[config.mk]
export PLATFORM = sky130hd
export DESIGN_NAME = psr_transfer_unit_top
export DESIGN_NICKNAME = d
export VERILOG_FILES = /design/src/rtl/psrt_pkg.sv /design/src/rtl/psrt_front.sv /design/src/rtl/psrt_queue.sv /design/src/rtl/psrt_back.sv /design/src/rtl/psr_transfer_unit_top.sv
export SDC_FILE = /design/constraint.sdc
export NUM_CORES = 1
export LEC_CHECK = 0
export BUFFER_PORTS_ARGS = -buffer_cell sky130_fd_sc_hd__buf_2
export CORE_MARGIN = 2
export CORE_UTILIZATION = 45
export CTS_BUF_LIST = sky130_fd_sc_hd__clkbuf_4 sky130_fd_sc_hd__clkbuf_8
export DETAILED_ROUTE_END_ITERATION = 8
export GPL_TIMING_DRIVEN = 0
export PLACE_DENSITY = 0.68
export RECOVER_POWER = 50
export SYNTH_ARGS = -nofsm -noshare
export SYNTH_HDL_FRONTEND = slang
export SYNTH_SLANG_ARGS = --single-unit
[constraint.sdc]
create_clock -name clk -period 13.2 [get_ports clk]
set_input_delay 0.66 -clock clk [delete_from_list [all_inputs] [get_ports clk]]
set_output_delay 0.66 -clock clk [all_outputs]
set_load 0.1 [all_outputs]
[src/rtl/psrt_pkg.sv]
`default_nettype none

package psrt_pkg;

    localparam int DATA_W      = 32;
    localparam int MODE_W      = 5;
    localparam int REG_NUM_W   = 4;
    localparam int BANK_N      = 5;
    localparam int BANK_W      = 3;
    localparam int QUEUE_DEPTH = 2;
    localparam int QPTR_W      = (QUEUE_DEPTH > 1) ? $clog2(QUEUE_DEPTH) : 1;
    localparam int QCNT_W      = $clog2(QUEUE_DEPTH + 1);
    localparam int ADDR_W      = 3;

    localparam logic [DATA_W-1:0] CPSR_RESET   = 32'h0000_00D3;
    localparam logic [7:0]        SVC_LOW_BYTE = 8'hD3;
    localparam logic [DATA_W-1:0] MASK_LANE    = 32'h0000_00FF;
    localparam logic [DATA_W-1:0] MASK_FLAGS   = 32'hFF00_0000;
    localparam logic [DATA_W-1:0] MASK_T       = 32'hFFFF_FFDF;
    localparam logic [DATA_W-1:0] MASK_USR     = 32'hFFFF_FF00;
    localparam logic [DATA_W-1:0] HIGH_BASE    = 32'hFFFF_0000;
    localparam logic [DATA_W-1:0] VEC_SVC      = 32'h0000_0008;
    localparam logic [DATA_W-1:0] LINK_ARM     = 32'd4;
    localparam logic [DATA_W-1:0] LINK_THUMB   = 32'd2;
    localparam logic [4:0]        ROT_MASK     = 5'h1E;

    localparam logic [MODE_W-1:0] MODE_USR = 5'h10;
    localparam logic [MODE_W-1:0] MODE_FIQ = 5'h11;
    localparam logic [MODE_W-1:0] MODE_IRQ = 5'h12;
    localparam logic [MODE_W-1:0] MODE_SVC = 5'h13;
    localparam logic [MODE_W-1:0] MODE_ABT = 5'h17;
    localparam logic [MODE_W-1:0] MODE_UND = 5'h1B;

    localparam logic [BANK_W-1:0] BANK_FIQ  = 3'd0;
    localparam logic [BANK_W-1:0] BANK_IRQ  = 3'd1;
    localparam logic [BANK_W-1:0] BANK_SVC  = 3'd2;
    localparam logic [BANK_W-1:0] BANK_ABT  = 3'd3;
    localparam logic [BANK_W-1:0] BANK_UND  = 3'd4;
    localparam logic [BANK_W-1:0] BANK_NONE = 3'd5;

    localparam logic [ADDR_W-1:0] ADDR_HIGH_VECTORS = 3'd0;

    typedef enum logic [2:0] {
        REQ_MSR_IMM   = 3'd0,
        REQ_MSR_REG   = 3'd1,
        REQ_MRS       = 3'd2,
        REQ_SVC_ARM   = 3'd3,
        REQ_SVC_THUMB = 3'd4
    } req_t;

    typedef enum logic [1:0] {
        OP_NONE = 2'd0,
        OP_MSR  = 2'd1,
        OP_MRS  = 2'd2,
        OP_SVC  = 2'd3
    } op_t;

    typedef struct packed {
        op_t                  op;
        logic                 use_spsr;
        logic [DATA_W-1:0]    lane_mask;
        logic [DATA_W-1:0]    value;
        logic [REG_NUM_W-1:0] dest_reg;
        logic [DATA_W-1:0]    link_value;
        logic [DATA_W-1:0]    branch_target;
    } decoded_t;

    typedef struct packed {
        logic [DATA_W-1:0]    psr_value;
        logic [REG_NUM_W-1:0] dest_reg;
        logic                 write_dest;
        logic [DATA_W-1:0]    link_value;
        logic [DATA_W-1:0]    branch_target;
        logic                 take_branch;
        logic                 mode_update;
        logic                 bad_mode;
        logic [DATA_W-1:0]    cpsr_value;
    } result_t;

    function automatic logic [BANK_W-1:0] bank_of_mode(input logic [MODE_W-1:0] mode);
        logic [BANK_W-1:0] bank;
        case (mode)
            MODE_FIQ: bank = BANK_FIQ;
            MODE_IRQ: bank = BANK_IRQ;
            MODE_SVC: bank = BANK_SVC;
            MODE_ABT: bank = BANK_ABT;
            MODE_UND: bank = BANK_UND;
            default:  bank = BANK_NONE;
        endcase
        return bank;
    endfunction

endpackage

`default_nettype wire

[src/rtl/psrt_front.sv]
`default_nettype none

module psrt_front (
    input  wire logic                         in_valid,
    output logic                              in_stall,
    input  wire logic [2:0]                   req_type,
    input  wire logic [31:0]                  instr_word,
    input  wire logic [31:0]                  operand_value,
    input  wire logic                         high_vectors,
    input  wire logic                         q_full,
    output logic                              push,
    output psrt_pkg::decoded_t                push_data
);
    import psrt_pkg::*;

    logic [2*DATA_W-1:0] rot_pair;
    logic [4:0]          rot_amt;
    logic [DATA_W-1:0]   imm_value;
    logic [DATA_W-1:0]   base;

    assign in_stall = q_full;
    assign push     = in_valid && !q_full;

    always_comb
    begin
        rot_amt   = instr_word[11:7] & ROT_MASK;
        rot_pair  = {24'd0, instr_word[7:0], 24'd0, instr_word[7:0]} >> rot_amt;
        imm_value = rot_pair[DATA_W-1:0];
        base      = high_vectors ? HIGH_BASE : '0;

        push_data.use_spsr  = instr_word[22];
        push_data.lane_mask = {{8{instr_word[19]}}, {8{instr_word[18]}},
                               {8{instr_word[17]}}, {8{instr_word[16]}}};
        if (!instr_word[22])
        begin
            push_data.lane_mask = push_data.lane_mask & MASK_T;
        end
        push_data.dest_reg      = instr_word[15:12];
        push_data.branch_target = base + VEC_SVC;
        push_data.value         = operand_value;
        push_data.link_value    = operand_value - LINK_ARM;
        push_data.op            = OP_NONE;

        case (req_type)
            REQ_MSR_IMM:
            begin
                push_data.op    = OP_MSR;
                push_data.value = imm_value;
            end
            REQ_MSR_REG:
            begin
                push_data.op = OP_MSR;
            end
            REQ_MRS:
            begin
                push_data.op = OP_MRS;
            end
            REQ_SVC_ARM:
            begin
                push_data.op = OP_SVC;
            end
            REQ_SVC_THUMB:
            begin
                push_data.op         = OP_SVC;
                push_data.link_value = operand_value - LINK_THUMB;
            end
            default:
            begin
                push_data.op = OP_NONE;
            end
        endcase
    end

endmodule

`default_nettype wire

[src/rtl/psrt_queue.sv]
`default_nettype none

module psrt_queue (
    input  wire logic                 clk,
    input  wire logic                 rst_n,
    input  wire logic                 push,
    input  wire psrt_pkg::decoded_t   push_data,
    output logic                      full,
    output logic                      q_valid,
    output psrt_pkg::decoded_t        q_data,
    input  wire logic                 pop
);
    import psrt_pkg::*;

    decoded_t            entry_reg [QUEUE_DEPTH];
    logic [QPTR_W-1:0]   wr_ptr_reg;
    logic [QPTR_W-1:0]   wr_ptr_next;
    logic [QPTR_W-1:0]   rd_ptr_reg;
    logic [QPTR_W-1:0]   rd_ptr_next;
    logic [QCNT_W-1:0]   count_reg;
    logic [QCNT_W-1:0]   count_next;
    logic                do_push;
    logic                do_pop;

    assign full    = (count_reg == QCNT_W'(QUEUE_DEPTH));
    assign q_valid = (count_reg != '0);
    assign q_data  = entry_reg[rd_ptr_reg];
    assign do_push = push && !full;
    assign do_pop  = pop && q_valid;

    always_comb
    begin
        wr_ptr_next = wr_ptr_reg;
        rd_ptr_next = rd_ptr_reg;
        count_next  = count_reg;
        if (do_push)
        begin
            wr_ptr_next = (wr_ptr_reg == QPTR_W'(QUEUE_DEPTH - 1)) ? '0
                                                                   : wr_ptr_reg + 1'b1;
        end
        if (do_pop)
        begin
            rd_ptr_next = (rd_ptr_reg == QPTR_W'(QUEUE_DEPTH - 1)) ? '0
                                                                   : rd_ptr_reg + 1'b1;
        end
        if (do_push && !do_pop)
        begin
            count_next = count_reg + 1'b1;
        end
        else if (do_pop && !do_push)
        begin
            count_next = count_reg - 1'b1;
        end
    end

    always_ff @(posedge clk or negedge rst_n)
    begin
        if (!rst_n)
        begin
            wr_ptr_reg <= '0;
            rd_ptr_reg <= '0;
            count_reg  <= '0;
        end
        else
        begin
            wr_ptr_reg <= wr_ptr_next;
            rd_ptr_reg <= rd_ptr_next;
            count_reg  <= count_next;
        end
    end

    always_ff @(posedge clk)
    begin
        if (do_push)
        begin
            entry_reg[wr_ptr_reg] <= push_data;
        end
    end

    a_count_bound: assert property (@(posedge clk) disable iff (!rst_n)
        count_reg <= QCNT_W'(QUEUE_DEPTH))
        else $error("queue count beyond depth");

endmodule

`default_nettype wire

[src/rtl/psrt_back.sv]
`default_nettype none

module psrt_back (
    input  wire logic                 clk,
    input  wire logic                 rst_n,
    input  wire logic                 q_valid,
    input  wire psrt_pkg::decoded_t   q_data,
    output logic                      pop,
    output logic                      out_valid,
    input  wire logic                 out_stall,
    output psrt_pkg::result_t         res
);
    import psrt_pkg::*;

    logic [DATA_W-1:0] cpsr_reg;
    logic [DATA_W-1:0] cpsr_next;
    logic [DATA_W-1:0] spsr_reg [BANK_N];
    logic              out_valid_reg;
    result_t           res_reg;
    result_t           res_next;

    logic [BANK_W-1:0] bank;
    logic              has_bank;
    logic              user_mode;
    logic [DATA_W-1:0] spsr_cur;
    logic [DATA_W-1:0] mask;
    logic              spsr_wr_en;
    logic [BANK_W-1:0] spsr_wr_idx;
    logic [DATA_W-1:0] spsr_wr_data;

    assign pop       = q_valid && (!out_valid_reg || !out_stall);
    assign out_valid = out_valid_reg;
    assign res       = res_reg;

    always_comb
    begin
        bank      = bank_of_mode(cpsr_reg[MODE_W-1:0]);
        has_bank  = (bank != BANK_NONE);
        user_mode = (cpsr_reg[MODE_W-1:0] == MODE_USR);

        spsr_cur = '0;
        for (int i = 0; i < BANK_N; i++)
        begin
            if (bank == BANK_W'(i))
            begin
                spsr_cur = spsr_reg[i];
            end
        end

        mask = q_data.lane_mask;
        if (user_mode)
        begin
            mask = mask & MASK_USR;
        end

        cpsr_next    = cpsr_reg;
        spsr_wr_en   = 1'b0;
        spsr_wr_idx  = bank;
        spsr_wr_data = (spsr_cur & ~mask) | (q_data.value & mask);
        res_next     = '0;

        case (q_data.op)
            OP_MSR:
            begin
                if (q_data.use_spsr && !has_bank)
                begin
                    res_next.bad_mode = 1'b1;
                end
                else if (q_data.use_spsr)
                begin
                    spsr_wr_en = 1'b1;
                end
                else
                begin
                    cpsr_next            = (cpsr_reg & ~mask) | (q_data.value & mask);
                    res_next.mode_update = 1'b1;
                end
            end
            OP_MRS:
            begin
                if (q_data.use_spsr && !has_bank)
                begin
                    res_next.bad_mode = 1'b1;
                end
                else
                begin
                    res_next.psr_value  = q_data.use_spsr ? spsr_cur : cpsr_reg;
                    res_next.dest_reg   = q_data.dest_reg;
                    res_next.write_dest = 1'b1;
                end
            end
            OP_SVC:
            begin
                cpsr_next              = {cpsr_reg[DATA_W-1:8], SVC_LOW_BYTE};
                spsr_wr_en             = 1'b1;
                spsr_wr_idx            = BANK_SVC;
                spsr_wr_data           = cpsr_reg;
                res_next.link_value    = q_data.link_value;
                res_next.branch_target = q_data.branch_target;
                res_next.take_branch   = 1'b1;
                res_next.mode_update   = 1'b1;
            end
            default:
            begin
                cpsr_next = cpsr_reg;
            end
        endcase

        res_next.cpsr_value = cpsr_next;
    end

    always_ff @(posedge clk or negedge rst_n)
    begin
        if (!rst_n)
        begin
            cpsr_reg      <= CPSR_RESET;
            out_valid_reg <= 1'b0;
            for (int i = 0; i < BANK_N; i++)
            begin
                spsr_reg[i] <= '0;
            end
        end
        else
        begin
            if (pop)
            begin
                out_valid_reg <= 1'b1;
                cpsr_reg      <= cpsr_next;
                for (int i = 0; i < BANK_N; i++)
                begin
                    if (spsr_wr_en && (spsr_wr_idx == BANK_W'(i)))
                    begin
                        spsr_reg[i] <= spsr_wr_data;
                    end
                end
            end
            else if (!out_stall)
            begin
                out_valid_reg <= 1'b0;
            end
        end
    end

    always_ff @(posedge clk)
    begin
        if (pop)
        begin
            res_reg <= res_next;
        end
    end

    a_svc_low_byte: assert property (@(posedge clk) disable iff (!rst_n)
        out_valid_reg && res_reg.take_branch |-> res_reg.cpsr_value[7:0] == SVC_LOW_BYTE)
        else $error("svc result without supervisor low byte");

    a_bad_mode_quiet: assert property (@(posedge clk) disable iff (!rst_n)
        out_valid_reg && res_reg.bad_mode |->
            !res_reg.write_dest && !res_reg.mode_update && !res_reg.take_branch)
        else $error("bad_mode item with side effects");

    a_t_bit_kept: assert property (@(posedge clk) disable iff (!rst_n)
        pop && (q_data.op == OP_MSR) && !q_data.use_spsr |=>
            cpsr_reg[5] == $past(cpsr_reg[5]))
        else $error("msr changed the T bit");

    a_cpsr_reported: assert property (@(posedge clk) disable iff (!rst_n)
        pop |=> out_valid_reg && (res_reg.cpsr_value == cpsr_reg))
        else $error("reported cpsr differs from state");

endmodule

`default_nettype wire

[src/rtl/psr_transfer_unit_top.sv]
// Status-register unit: holds the CPSR and the FIQ/IRQ/SVC/ABT/UND SPSRs and
// executes one MSR, MRS or SVC per item, giving one result item for each.
// Sustained rate is one item per clock while out_stall is low; an accepted item
// is decoded into a two-entry queue, then executed against the status registers
// into the output register. The execute stage holds the loop from CPSR back
// to CPSR, which MSR and SVC items update. With the output stalled,
// up to three items are held before in_stall rises. high_vectors sits at byte
// address 0 of the APB port and must be written only while the block is idle.
`default_nettype none

module psr_transfer_unit_top (
    input  wire logic                          clk,
    input  wire logic                          rst_n,

    input  wire logic                          psel,
    input  wire logic                          penable,
    input  wire logic                          pwrite,
    input  wire logic [psrt_pkg::ADDR_W-1:0]   paddr,
    input  wire logic [31:0]                   pwdata,
    output logic [31:0]                        prdata,
    output logic                               pready,

    input  wire logic                          in_valid,
    output logic                               in_stall,
    input  wire logic [2:0]                    req_type,
    input  wire logic [31:0]                   instr_word,
    input  wire logic [31:0]                   operand_value,

    output logic                               out_valid,
    input  wire logic                          out_stall,
    output logic [31:0]                        psr_value,
    output logic [3:0]                         dest_reg,
    output logic                               write_dest,
    output logic [31:0]                        link_value,
    output logic [31:0]                        branch_target,
    output logic                               take_branch,
    output logic                               mode_update,
    output logic                               bad_mode,
    output logic [31:0]                        cpsr_value
);
    import psrt_pkg::*;

    logic       high_vectors_reg;
    logic       high_vectors_next;
    logic       reg_sel;
    logic       q_full;
    logic       push;
    decoded_t   push_data;
    logic       q_valid;
    decoded_t   q_data;
    logic       pop;
    result_t    res;

    assign pready  = 1'b1;
    assign reg_sel = (paddr[ADDR_W-1:2] == ADDR_HIGH_VECTORS[ADDR_W-1:2]);
    assign prdata  = reg_sel ? {31'd0, high_vectors_reg} : 32'd0;

    always_comb
    begin
        high_vectors_next = high_vectors_reg;
        if (psel && penable && pwrite && pready && reg_sel)
        begin
            high_vectors_next = pwdata[0];
        end
    end

    always_ff @(posedge clk or negedge rst_n)
    begin
        if (!rst_n)
        begin
            high_vectors_reg <= 1'b0;
        end
        else
        begin
            high_vectors_reg <= high_vectors_next;
        end
    end

    psrt_front u_front (
        .in_valid      (in_valid),
        .in_stall      (in_stall),
        .req_type      (req_type),
        .instr_word    (instr_word),
        .operand_value (operand_value),
        .high_vectors  (high_vectors_reg),
        .q_full        (q_full),
        .push          (push),
        .push_data     (push_data)
    );

    psrt_queue u_queue (
        .clk       (clk),
        .rst_n     (rst_n),
        .push      (push),
        .push_data (push_data),
        .full      (q_full),
        .q_valid   (q_valid),
        .q_data    (q_data),
        .pop       (pop)
    );

    psrt_back u_back (
        .clk       (clk),
        .rst_n     (rst_n),
        .q_valid   (q_valid),
        .q_data    (q_data),
        .pop       (pop),
        .out_valid (out_valid),
        .out_stall (out_stall),
        .res       (res)
    );

    assign psr_value     = res.psr_value;
    assign dest_reg      = res.dest_reg;
    assign write_dest    = res.write_dest;
    assign link_value    = res.link_value;
    assign branch_target = res.branch_target;
    assign take_branch   = res.take_branch;
    assign mode_update   = res.mode_update;
    assign bad_mode      = res.bad_mode;
    assign cpsr_value    = res.cpsr_value;

endmodule

`default_nettype wire

==> results.md <==
- Fillers: 4212
- Clk_skew: 0.0341 ns
- Mux contribution to synthesized area: 11.3%
- Ys Warns: 0
- Simple-gate share of the synthesized area: 9.46%
- Total gr overflow: 0
- Clk sinks: 458
- Number of global-route vias before repair: 15800
- Minimum clock period: 5.49 ns
- Core ar.: 47600 um^2
- Global-route wire length before repair: 96000 um
- Share of cells above drive strength 1: 23.0%
- Number of distinct library cells after synthesis: 73
- Setup bufs post-CTS: 0
- Post-DP HPWL: 46300 um
- CTS Buf Count: 78
- Final Hold Viols: 0
- Pre-antenna DRT Iters: 5
- Synth Area in Adders: 0.405%
- NumNets Final: 2192
- Startpoint types: flop
- Failing checks: capacitance limit, slew limit
- Fmax: 0.182 GHz
- Critical path's top delay family: buffers and inverters
- Die area: 49900 um^2
- Commonest cells post-synth: edfxtp_1 (260), dfrtp_1 (193), mux2_2 (163), nor2_1 (125), nand2_1 (106)
- Crit path top cell by count: buf_2
- Slew margin rel.: -242%
- Syn avg cell area: 12.3 um^2
- Count leader, synth: edfxtp_1
- Worst-skew pair later-pin latency: 0.66 ns
- Measured slew at the worst slew-check pin: 5.12 ns
- Max incr delay on CP: 0.65 ns
- Crit path kind: reg2reg
- GRT Total Usage: 25.5%
- CTS tree: built
- Ys flop type: edfxtp_1
- Post-synth top area share: 36.1%
- Multi-input combinational cell area: 8010 um^2
- Longest Clk Path Bufs: 3
- WL/cell: 23.3 um
- # port buffers: 186
- Max reg flops: 160
- Routed WL: 64200 um
- Slowest stage cell on the critical path: buf_1
- H-tree levels: 3
- Outcome: finished with violations
- Crit. End Element: flop
- GP Congestion: 0.940
- Register Area: 12800 um^2
- Final TNS setup: 0 ns
- Initial antenna violation count: 3
- Die Height: 223 um
- Reg-to-reg slack, setup: 7.71 ns
- CP max FO: 10
- RSZ-0062 raised after global routing: false
- Arrival time at the worst endpoint: 6.02 ns
- Vias per inst: 5.92
- Min-Delay Path Class: in2reg
- Die width: 223 um
- Iter 0 DRT Violations: 1686
- EDFF count, synth: 260
- Largest net degree at the start of global routing: 115
- Hold-fix buffers, CTS: 0
- # resized after CTS: 0
- FF+latch count, synth: 458
- Root buf cell: clkbuf_8
- Std cell rows: 80
- Synth Area in XOR/XNOR: 1.38%
- Tcrit/Tclk final: 41.6%
- Post-synthesis instance area: 21600 um^2
- Async S/R FF share, synth: 43.2%
- Crit path cell chain: buf_2 -> buf_2 -> buf_1 -> buf_1 -> mux2i_1 -> inv_1 -> ha_1 -> clkbuf_1 -> nand2b_1 -> or3_1 -> nor3_1 -> buf_2 -> mux2_2
- Clock-pin slew on the worst setup and hold paths: 0.06 ns
- Syn Inst Count: 1759
- Max-cap violations: 4
- Area grow syn2layout: 16.1%
- Critical Path RT: 13.72 ns
- Fin util: 52.7%
- Max-slew violation count: 191
- Synth top area cells: edfxtp_1 (36%), dfrtp_1 (22%), mux2_2 (8.5%)
- Post-synthesis compound-gate area fraction: 13.6%
- Sequential share of the synthesized area: 59.0%
- Final setup fails: 0
- IO Count: 280
- Main combinational cell family by area after synthesis: compound AO/OA/AOI/OAI gates
- Drt drc: 0
- DRT antenna net count: 0
- Leading area contributor after synthesis: edfxtp_1
- Bufs and invs on worst path: 7
- Initial core utilization: 45.4%
- Via count: 16300
worst paths after layout:
check,to,cells after the start,startpoint
worst max-delay path,u_back.spsr_reg[158],13,u_queue.rd_ptr_reg
worst min-delay path,u_queue.entry_reg[0][123],1,instr_word[18]
worst max register to register,u_back.spsr_reg[158],13,u_queue.rd_ptr_reg
worst min register to register,u_back.spsr_reg[103],2,u_back.spsr_reg[103]
max in group asynchronous,u_back.spsr_reg[9],1,rst_n
min in group asynchronous,u_back.spsr_reg[97],1,rst_n
layout by cell type (no fill, tap or decap), types with 32 or more instances in the layout:
master / count
clkbuf_8: 83
buf_4: 63
mux2_2: 159
edfxtp_1: 260
clkbuf_4: 32
nor2_1: 125
clkbuf_1: 205
nor2b_1: 39
conb_1: 47
buf_2: 93
dfrtp_1: 193
nor3_1: 35
a21oi_1: 89
a32oi_1: 33
o21ai_0: 42
nand2_1: 106
mux2i_1: 58
cell type report:
| type | count | area share, % |
|---|---|---|
| clock inverter | 28 | 1.13 |
| antenna | 1 | 0.00996 |
| inverter | 23 | 0.344 |
| timing repair buffer | 192 | 3.56 |
| buffer | 182 | 3.76 |
| sequential | 458 | 50.8 |
| clock buffer | 114 | 5.47 |
| tap | 615 | 3.06 |
| multi-input combinational | 1141 | 31.9 |
stage by stage:
| step | hold slack (ns) | setup slack, ns | std cells | instance area [um^2] |
|---|---|---|---|---|
| after detailed placement | 0.469 | 7.83 | 2611 | 23700 |
| after floorplan | 0.364 | 7.99 | 1804 | 21800 |
| after CTS | 0.0377 | 7.80 | 2753 | 25300 |
| after global routing | 0.182 | 7.43 | 2754 | 25100 |
| final | 0.217 | 7.71 | 2754 | 25100 |
| after global placement | 0.453 | 6.12 | 2605 | 23500 |
cell families after synthesis:
group / count (synthesis)
mux: 224
fa+ha+maj: 7
simple gates: 422
other cells: 2
flops: 458
xor+xnor: 34
compound gates: 407
buf+inv: 205
per-layer routing:
| layer | track usage, % | up-vias | wire (um) |
|---|---|---|---|
| li1 | - | 7174 | - |
| met1 | 35.6 | 8164 | 27600 |
| met2 | 39.3 | 825 | 28800 |
| met3 | 5.40 | 145 | 5550 |
| met4 | 9.61 | 2 | 2190 |
| met5 | 0 | - | 13 |
Power is left out: the tool's default activity adds up to more than one toggle a clock period on the data nets, which glitch-free logic cannot reach.
